$ cat src/hdl/mcit_pkg.sv
`timescale 1ns / 1ps

package mcit_pkg;

    localparam int NUM_CHANNELS = 5;
    localparam int WORD_COUNT   = 5;

    localparam int WORD_W    = 13;
    localparam int REM_W     = 13;
    localparam int CH_W      = 3;
    localparam int EV_W      = 3;
    localparam int PAT_W     = 3;
    localparam int TAP_W     = 3;
    localparam int OP_W      = 2;
    localparam int ADDR_W    = 3;
    localparam int VAL_W     = 7;
    localparam int S_TDATA_W = 8;
    localparam int M_TDATA_W = 16;

    localparam int BUF_IDX_W = (NUM_CHANNELS > 1) ? $clog2(NUM_CHANNELS) : 1;
    localparam int BUF_CNT_W = $clog2(NUM_CHANNELS + 1);

    localparam logic [REM_W-1:0] HOUR_SECS = 13'd3600;

    localparam logic [1:0] MODE_MINUTES = 2'd1;
    localparam logic [1:0] MODE_SECONDS = 2'd2;

    localparam logic [WORD_W-1:0] WORD_RESET [WORD_COUNT] =
        '{13'd42, 13'd1066, 13'd2090, 13'd3114, 13'd4138};

    typedef enum logic [OP_W-1:0] {
        OP_TICK,
        OP_TOGGLE,
        OP_TAP,
        OP_EXPIRE
    } op_t;

    typedef enum logic [EV_W-1:0] {
        EV_NONE,
        EV_FIRED,
        EV_STARTED,
        EV_STOPPED,
        EV_CFGREQ
    } ev_t;

    typedef enum logic [1:0] {
        ST_IDLE,
        ST_WALK,
        ST_EMIT
    } state_t;

    // Outcome of one pass of the channel step unit.
    typedef struct packed {
        logic              upd_rem;
        logic [REM_W-1:0]  rem_val;
        logic              upd_run;
        logic              run_val;
        logic              has_ev;
        ev_t               ev;
        logic [PAT_W-1:0]  pattern;
    } step_res_t;

    typedef struct packed {
        ev_t               ev;
        logic [CH_W-1:0]   chan;
        logic [PAT_W-1:0]  pattern;
    } event_t;

    // Reload value of a channel; value*60 is formed as value*64 - value*4.
    function automatic logic [REM_W-1:0] interval_of(input logic [WORD_W-1:0] word);
        logic [1:0]       mode;
        logic [VAL_W-1:0] val;
        logic [REM_W-1:0] res;
        mode = word[2:1];
        val  = word[9:3];
        case (mode)
            MODE_MINUTES: begin
                res = {val, 6'b0} - {4'b0, val, 2'b0};
            end
            MODE_SECONDS: begin
                res = {6'b0, val};
            end
            default: begin
                res = HOUR_SECS;
            end
        endcase
        return res;
    endfunction

endpackage

$ cat src/hdl/mcit_step_unit.sv
`timescale 1ns / 1ps

module mcit_step_unit (
    input  logic [mcit_pkg::WORD_W-1:0] word,
    input  logic [mcit_pkg::REM_W-1:0]  rem,
    input  logic                        run,
    input  logic                        is_tick,
    output mcit_pkg::step_res_t         res
);

    logic [mcit_pkg::REM_W-1:0] reload;
    logic [mcit_pkg::REM_W-1:0] dec;

    assign reload = mcit_pkg::interval_of(word);
    assign dec    = (rem == '0) ? '0 : rem - 1'b1;

    always_comb begin
        res         = '0;
        res.ev      = mcit_pkg::EV_NONE;
        res.rem_val = reload;
        if (is_tick) begin
            // A zero interval reloads to zero, so the channel fires on every tick.
            if (run) begin
                res.upd_rem = 1'b1;
                if (dec == '0) begin
                    res.has_ev  = 1'b1;
                    res.ev      = mcit_pkg::EV_FIRED;
                    res.pattern = word[12:10];
                end else begin
                    res.rem_val = dec;
                end
            end
        end else begin
            res.has_ev = 1'b1;
            if (!word[0]) begin
                res.ev = mcit_pkg::EV_CFGREQ;
            end else if (run) begin
                res.upd_run = 1'b1;
                res.run_val = 1'b0;
                res.ev      = mcit_pkg::EV_STOPPED;
            end else begin
                res.upd_run = 1'b1;
                res.run_val = 1'b1;
                res.upd_rem = 1'b1;
                res.ev      = mcit_pkg::EV_STARTED;
            end
        end
    end

endmodule

$ cat src/hdl/mcit_evt_buf.sv
`timescale 1ns / 1ps

module mcit_evt_buf (
    input  logic                 aclk,
    input  logic                 aresetn,
    input  logic                 clear,
    input  logic                 push,
    input  mcit_pkg::event_t     push_evt,
    input  logic                 pop,
    output mcit_pkg::event_t     head,
    output logic                 head_last
);

    mcit_pkg::event_t entries_reg [mcit_pkg::NUM_CHANNELS];

    logic [mcit_pkg::BUF_CNT_W-1:0] count_reg;
    logic [mcit_pkg::BUF_CNT_W-1:0] count_next;
    logic [mcit_pkg::BUF_IDX_W-1:0] rd_ptr_reg;
    logic [mcit_pkg::BUF_IDX_W-1:0] rd_ptr_next;

    always_comb begin
        count_next  = count_reg;
        rd_ptr_next = rd_ptr_reg;
        if (clear) begin
            count_next  = '0;
            rd_ptr_next = '0;
        end else begin
            if (push) begin
                count_next = count_reg + 1'b1;
            end
            if (pop && !head_last) begin
                rd_ptr_next = rd_ptr_reg + 1'b1;
            end
        end
    end

    always_ff @(posedge aclk) begin
        if (!aresetn) begin
            count_reg  <= '0;
            rd_ptr_reg <= '0;
        end else begin
            count_reg  <= count_next;
            rd_ptr_reg <= rd_ptr_next;
        end
    end

    always_ff @(posedge aclk) begin
        if (push && !clear) begin
            entries_reg[count_reg[mcit_pkg::BUF_IDX_W-1:0]] <= push_evt;
        end
    end

    // An input that produced no event still yields one empty result.
    always_comb begin
        if (count_reg == '0) begin
            head         = '0;
            head.ev      = mcit_pkg::EV_NONE;
            head_last    = 1'b1;
        end else begin
            head         = entries_reg[rd_ptr_reg];
            head_last    = (mcit_pkg::BUF_CNT_W'(rd_ptr_reg) + 1'b1) == count_reg;
        end
    end

endmodule

$ cat src/hdl/multi_channel_interval_timer.sv
`timescale 1ns / 1ps

// Five-channel interval timer. One request is taken at a time. A single channel
// step unit serves every channel in turn: a tick request is accepted, walks the
// channels in order, and then offers its results (1 to NUM_CHANNELS results) one
// after another; a toggle, tap or tap-window-expiry request yields a single
// result. Results wait in a small event buffer until the sink takes them; the
// last one carries m_tlast, and every result of a request shows the timer state
// after it. Configuration words take effect at once, so write them only while no
// request is in flight; a word changed during a tick walk is seen by the steps
// still to come.
module multi_channel_interval_timer (
    input  logic                            aclk,
    input  logic                            aresetn,
    input  logic                            s_tvalid,
    output logic                            s_tready,
    // channel[2:0], zero above
    input  logic [mcit_pkg::S_TDATA_W-1:0]  s_tdata,
    // opcode[1:0]
    input  logic [mcit_pkg::OP_W-1:0]       s_tuser,
    output logic                            m_tvalid,
    input  logic                            m_tready,
    // event_channel[2:0], pattern[5:3], any_active[6], armed[7], taps[10:8]
    output logic [mcit_pkg::M_TDATA_W-1:0]  m_tdata,
    output logic                            m_tlast,
    // event_res[2:0]
    output logic [mcit_pkg::EV_W-1:0]       m_tuser,
    input  logic                            cfg_we,
    input  logic [mcit_pkg::ADDR_W-1:0]     cfg_addr,
    input  logic [mcit_pkg::WORD_W-1:0]     cfg_wdata
);

    localparam logic [mcit_pkg::CH_W-1:0]  LAST_CH =
        mcit_pkg::CH_W'(mcit_pkg::NUM_CHANNELS - 1);
    localparam logic [mcit_pkg::TAP_W-1:0] TAP_MAX = mcit_pkg::TAP_W'(mcit_pkg::NUM_CHANNELS);

    mcit_pkg::state_t state_reg, state_next;
    mcit_pkg::op_t    op_reg, op_next;

    logic [mcit_pkg::CH_W-1:0]   idx_reg, idx_next;
    logic                        step_en_reg, step_en_next;
    logic                        tap_open_reg, tap_open_next;
    logic [mcit_pkg::TAP_W-1:0]  tap_tally_reg, tap_tally_next;

    logic [mcit_pkg::WORD_W-1:0] word_reg [mcit_pkg::WORD_COUNT];
    logic [mcit_pkg::REM_W-1:0]  rem_reg  [mcit_pkg::WORD_COUNT];
    logic                        run_reg  [mcit_pkg::WORD_COUNT];

    logic                        s_accept;
    logic                        walk_done;
    logic                        step_go;
    logic                        buf_push;
    logic                        buf_pop;
    logic                        any_active;
    mcit_pkg::op_t               s_op;
    logic [mcit_pkg::CH_W-1:0]   s_chan;
    mcit_pkg::step_res_t         step_res;
    mcit_pkg::event_t            push_evt;
    mcit_pkg::event_t            head;
    logic                        head_last;

    assign s_op      = mcit_pkg::op_t'(s_tuser);
    assign s_chan    = s_tdata[mcit_pkg::CH_W-1:0];
    assign s_accept  = s_tvalid && s_tready;
    assign walk_done = (op_reg != mcit_pkg::OP_TICK) || (idx_reg == LAST_CH);

    // Next-state logic.
    always_comb begin
        state_next = state_reg;
        case (state_reg)
            mcit_pkg::ST_IDLE: begin
                if (s_tvalid) begin
                    state_next = mcit_pkg::ST_WALK;
                end
            end
            mcit_pkg::ST_WALK: begin
                if (walk_done) begin
                    state_next = mcit_pkg::ST_EMIT;
                end
            end
            mcit_pkg::ST_EMIT: begin
                if (m_tready && head_last) begin
                    state_next = mcit_pkg::ST_IDLE;
                end
            end
            default: begin
                state_next = mcit_pkg::ST_IDLE;
            end
        endcase
    end

    // State-decoded outputs.
    always_comb begin
        s_tready = 1'b0;
        m_tvalid = 1'b0;
        step_go  = 1'b0;
        case (state_reg)
            mcit_pkg::ST_IDLE: begin
                s_tready = 1'b1;
            end
            mcit_pkg::ST_WALK: begin
                step_go = step_en_reg;
            end
            mcit_pkg::ST_EMIT: begin
                m_tvalid = 1'b1;
            end
            default: begin
                s_tready = 1'b0;
            end
        endcase
    end

    // Request decode and channel walk. Tap bookkeeping completes at acceptance.
    always_comb begin
        op_next        = op_reg;
        idx_next       = idx_reg;
        step_en_next   = step_en_reg;
        tap_open_next  = tap_open_reg;
        tap_tally_next = tap_tally_reg;
        if (s_accept) begin
            op_next = s_op;
            case (s_op)
                mcit_pkg::OP_TICK: begin
                    idx_next     = '0;
                    step_en_next = 1'b1;
                end
                mcit_pkg::OP_TOGGLE: begin
                    idx_next     = s_chan;
                    step_en_next = s_chan < LAST_CH + 1'b1;
                end
                mcit_pkg::OP_TAP: begin
                    step_en_next = 1'b0;
                    if (!tap_open_reg) begin
                        tap_open_next  = 1'b1;
                        tap_tally_next = '0;
                    end else if (tap_tally_reg < TAP_MAX) begin
                        tap_tally_next = tap_tally_reg + 1'b1;
                    end
                end
                mcit_pkg::OP_EXPIRE: begin
                    // The tally selects channel tally-1; a zero tally toggles nothing.
                    idx_next       = mcit_pkg::CH_W'(tap_tally_reg - 1'b1);
                    step_en_next   = tap_tally_reg inside {[mcit_pkg::TAP_W'(1):TAP_MAX]};
                    tap_open_next  = 1'b0;
                    tap_tally_next = '0;
                end
                default: begin
                    step_en_next = 1'b0;
                end
            endcase
        end else if (state_reg == mcit_pkg::ST_WALK && !walk_done) begin
            idx_next = idx_reg + 1'b1;
        end
    end

    always_ff @(posedge aclk) begin
        if (!aresetn) begin
            state_reg     <= mcit_pkg::ST_IDLE;
            op_reg        <= mcit_pkg::OP_TICK;
            idx_reg       <= '0;
            step_en_reg   <= 1'b0;
            tap_open_reg  <= 1'b0;
            tap_tally_reg <= '0;
        end else begin
            state_reg     <= state_next;
            op_reg        <= op_next;
            idx_reg       <= idx_next;
            step_en_reg   <= step_en_next;
            tap_open_reg  <= tap_open_next;
            tap_tally_reg <= tap_tally_next;
        end
    end

    always_ff @(posedge aclk) begin
        if (!aresetn) begin
            for (int i = 0; i < mcit_pkg::WORD_COUNT; i++) begin
                word_reg[i] <= mcit_pkg::WORD_RESET[i];
                rem_reg[i]  <= '0;
                run_reg[i]  <= 1'b0;
            end
        end else begin
            if (cfg_we && cfg_addr < mcit_pkg::ADDR_W'(mcit_pkg::WORD_COUNT)) begin
                word_reg[cfg_addr] <= cfg_wdata;
            end
            if (step_go && step_res.upd_rem) begin
                rem_reg[idx_reg] <= step_res.rem_val;
            end
            if (step_go && step_res.upd_run) begin
                run_reg[idx_reg] <= step_res.run_val;
            end
        end
    end

    mcit_step_unit u_step (
        .word    (word_reg[idx_reg]),
        .rem     (rem_reg[idx_reg]),
        .run     (run_reg[idx_reg]),
        .is_tick (op_reg == mcit_pkg::OP_TICK),
        .res     (step_res)
    );

    assign buf_push         = step_go && step_res.has_ev;
    assign buf_pop          = m_tvalid && m_tready;
    assign push_evt.ev      = step_res.ev;
    assign push_evt.chan    = idx_reg;
    assign push_evt.pattern = step_res.pattern;

    mcit_evt_buf u_evt_buf (
        .aclk      (aclk),
        .aresetn   (aresetn),
        .clear     (s_accept),
        .push      (buf_push),
        .push_evt  (push_evt),
        .pop       (buf_pop),
        .head      (head),
        .head_last (head_last)
    );

    always_comb begin
        any_active = 1'b0;
        for (int i = 0; i < mcit_pkg::NUM_CHANNELS; i++) begin
            any_active = any_active | run_reg[i];
        end
    end

    assign m_tdata = {5'b0, tap_tally_reg, tap_open_reg, any_active,
                      head.pattern, head.chan};
    assign m_tuser = head.ev;
    assign m_tlast = head_last;

endmodule

$ cat config.mk
export PLATFORM = sky130hd
export DESIGN_NAME = multi_channel_interval_timer
export DESIGN_NICKNAME = d
export VERILOG_FILES = /design/src/hdl/mcit_pkg.sv /design/src/hdl/mcit_step_unit.sv /design/src/hdl/mcit_evt_buf.sv /design/src/hdl/multi_channel_interval_timer.sv
export SDC_FILE = /design/constraint.sdc
export NUM_CORES = 1
export LEC_CHECK = 0
export BUFFER_PORTS_ARGS = -buffer_cell sky130_fd_sc_hd__buf_2
export CAP_MARGIN = 20
export CELL_PAD_IN_SITES_DETAIL_PLACEMENT = 1
export CELL_PAD_IN_SITES_GLOBAL_PLACEMENT = 1
export CORE_UTILIZATION = 52
export DETAILED_ROUTE_END_ITERATION = 6
export GPL_TIMING_DRIVEN = 0
export HOLD_SLACK_MARGIN = 0.15
export PLACE_DENSITY = 0.81
export SYNTH_ARGS = -nofsm -noshare
export SYNTH_HDL_FRONTEND = slang
export SYNTH_SLANG_ARGS = --single-unit
$ cat constraint.sdc
create_clock -name aclk -period 5.7 [get_ports aclk]
set_input_delay 1.14 -clock aclk [delete_from_list [all_inputs] [get_ports aclk]]
set_output_delay 1.14 -clock aclk [all_outputs]
set_load 0.01 [all_outputs]
==> flow_summary.json <==
{
  "dp_hpwl_mm": 21.65,
  "synthTopCellsByArea": "edfxtp_1, mux4_2, dfxtp_1, nor2_1, mux2i_1",
  "grt_first_pass_wirelength_mm": 48.33,
  "nFillCells": 2367,
  "slew_headroom_pct": 30.48,
  "drive_gt1_share_pct": 20.23,
  "dieArea_mm2": 0.02568,
  "clk_path_buf_depth": 3,
  "post-route-util_pct": 60.65,
  "clock_latency_ps": 540,
  "power_density_mw_per_mm2": 340.8,
  "p_leak_nw": 5.263,
  "clk_pin_slew_worst_paths_ps": 70,
  "drt-initial-drc-count": 477,
  "synth_most_common_cell": "edfxtp_1",
  "area_growth_pct": 13.91,
  "vdd_drop_max_v": 0.0002794,
  "grt_pass1_vias": 8494,
  "grt_max_degree": 16,
  "cts_resized": 0,
  "track_usage_pct": 25.07,
  "switching_share_pct": 25.99,
  "avgSynthCellArea_um2": 14.37,
  "grt-ovfl-total": 0,
  "ant_nets": 0,
  "place.gp.congestion": 0.8674,
  "yosys.area.top_type": "edfxtp_1",
  "holdBufCountCts": 0,
  "status": "complete, no violations",
  "critPathLaunchType": "flip-flop",
  "internal_power_mw": 3.741,
  "pwr-share-comb_pct": 15.6,
  "maxCapViolations": 0,
  "max_freq_mhz": 184.7,
  "yosysSeqAreaShare_pct": 63.48,
  "yosysWarnings": 0,
  "crit_fanout": 10,
  "die_h_um": 160.3,
  "drc": 0,
  "p_switching_mw": 1.314,
  "cts_root_buf": "clkbuf_16",
  "layout.nets": 1072,
  "synth_ff_type": "edfxtp_1",
  "seqPwrFrac_pct": 47.8,
  "cts_tree": "yes",
  "crit_arrival_ps": 5660,
  "synth.distinct_cells": 65,
  "pin_count": 53,
  "drtPass1Iterations": 5,
  "slew_violations": 0,
  "cts_made_buffers": 28,
  "async_flop_share_pct": 0,
  "antenna_cells": 0,
  "ys_ff_latch": 285,
  "die_width_um": 160.3,
  "synth-edff-count": 256,
  "critPathCaptureType": "flip-flop",
  "cts_sinks": 285,
  "timing.final.crit_share_pct": 94.99,
  "power_mw": 5.055,
  "vias": 7939,
  "synth_area_mm2": 0.01302,
  "wl_mm": 31.34,
  "setup_viol": 0,
  "htreeDepth": 1,
  "cp.required_ps": 5940,
  "period_minus_slack_ps": 5415,
  "finClkSkew_ps": 13.19,
  "rows": 57,
  "antenna_found_initial": 0,
  "wire_per_inst_um": 22.84,
  "crit_type": "reg -> reg",
  "start_util_pct": 53.24,
  "worstMarginPinSlew_ps": 1043,
  "post_drt_via_cell_ratio": 5.786,
  "rsz0062_at_grt": "false",
  "core_area_mm2": 0.02446,
  "hp-class": "reg -> reg",
  "final-hold-violation-count": 0,
  "io_buffers": 41,
  "clkPwrFrac_pct": 36.6,
  "yosys-top-cells-count": "edfxtp_1, nor2_1, mux4_2",
  "fin_tns_setup_ps": 0,
  "synth_cells": 906,
  "synth_top_area_share_pct": 59.03,
  "post_cts_buffers": 0
}
## layout by cell type (no fill, tap or decap), types with 4 or more instances in the layout
cell	instances
nand3_1	11
buf_2	46
a22oi_1	4
o211ai_1	4
edfxtp_1	256
inv_1	24
a211oi_1	8
o22ai_1	4
clkinv_2	6
mux2i_1	41
a21oi_1	16
conb_1	44
clkbuf_1	31
mux4_2	61
o21ai_0	11
mux2_2	9
nor2b_1	7
buf_4	17
clkbuf_16	30
nand2_1	44
nor4_2	4
nor2_1	124
xnor2_1	12
dfxtp_1	29
xor2_1	8
and2_1	51
or3_1	11
nor3_1	11
inv_2	11
a21o_1	5
nand2b_1	22
clkbuf_8	5
ha_1	15
## worst paths after layout
| check | slack, ps | cells past startpoint | from | end |
|---|---|---|---|---|
| worst min register to register | 490 | 2 | op_reg[0]$_SDFFE_PN0P_ | op_reg[0]$_SDFFE_PN0P_ |
| worst max-delay path | 290 | 14 | flip-flop | u_evt_buf.entries_reg[2][4]$_DFFE_PP_ |
| worst max register to register | 290 | 14 | flip-flop | u_evt_buf.entries_reg[2][4]$_DFFE_PP_ |
| worst min-delay path | 490 | 2 | op_reg[0]$_SDFFE_PN0P_ | op_reg[0]$_SDFFE_PN0P_ |
## cells by family after synthesis
family	share of synthesized area, %
buffers and inverters	2.844
flip-flops	63.48
AO/OA/AOI/OAI	4.698
XOR/XNOR	1.345
AND/OR/NAND/NOR	11.38
other	0.02879
adder cells (fa/ha/maj)	1.441
multiplexers	14.78
## metrics by stage
step	setup WS, ps	cell area (µm²)	hold slack, ps	instances
5_1_grt	21.98	14840	507.5	1372
4_1_cts	75.82	14830	489.3	1373
2_1_floorplan	1118	13190	449.6	949
3_3_place_gp	-654.4	13800	468.1	1314
6_report	285.5	14840	490.2	1372
3_5_place_dp	109.5	13900	480.1	1321
## layer usage
| layer | vias up | GRT usage, % | wire length [µm] |
|---|---|---|---|
| li1 | 3602 | - | - |
| met1 | 4061 | 31.35 | 12790 |
| met2 | 229 | 46.01 | 16560 |
| met3 | 47 | 2.935 | 1335 |
| met4 | 0 | 6.667 | 647 |
| met5 | - | 0 | 0 |
## worst max-delay path, cell delays in order (launching register included)
cell and delay (ps):
dfxtp_1 490, clkbuf_1 560, buf_2 400, mux4_2 350, mux2_2 320, inv_2 70
ha_1 220, o211ai_1 200, and4bb_1 330, buf_4 180, a41oi_2 90, nor4b_2 750
nor2_1 320, nor4_2 530, buf_4 280
## power by group through the flow
| stage | logic (mW) | registers [mW] | clock network [mW] |
|---|---|---|---|
| after floorplan | 0.560 | 2.44 | 0 |
| after global placement | 0.751 | 2.45 | 0 |
| after detailed placement | 0.777 | 2.46 | 0 |
| after CTS | 0.787 | 2.42 | 1.88 |
| after global routing | 0.854 | 2.42 | 1.94 |
| final | 0.789 | 2.42 | 1.85 |
## cell type report
cell class | count | area, µm² | share of cell area, %
Buffer | 46 | 235.2 | 1.586
Clock buffer | 41 | 842.1 | 5.676
Clock inverter | 11 | 92.59 | 0.6241
Inverter | 35 | 131.4 | 0.8856
Multi-Input combinational cell | 582 | 4596 | 30.98
Sequential cell | 285 | 8268 | 55.73
Tap cell | 324 | 405.4 | 2.733
Timing Repair Buffer | 48 | 265.3 | 1.788
(Power assumes the default switching activity.)
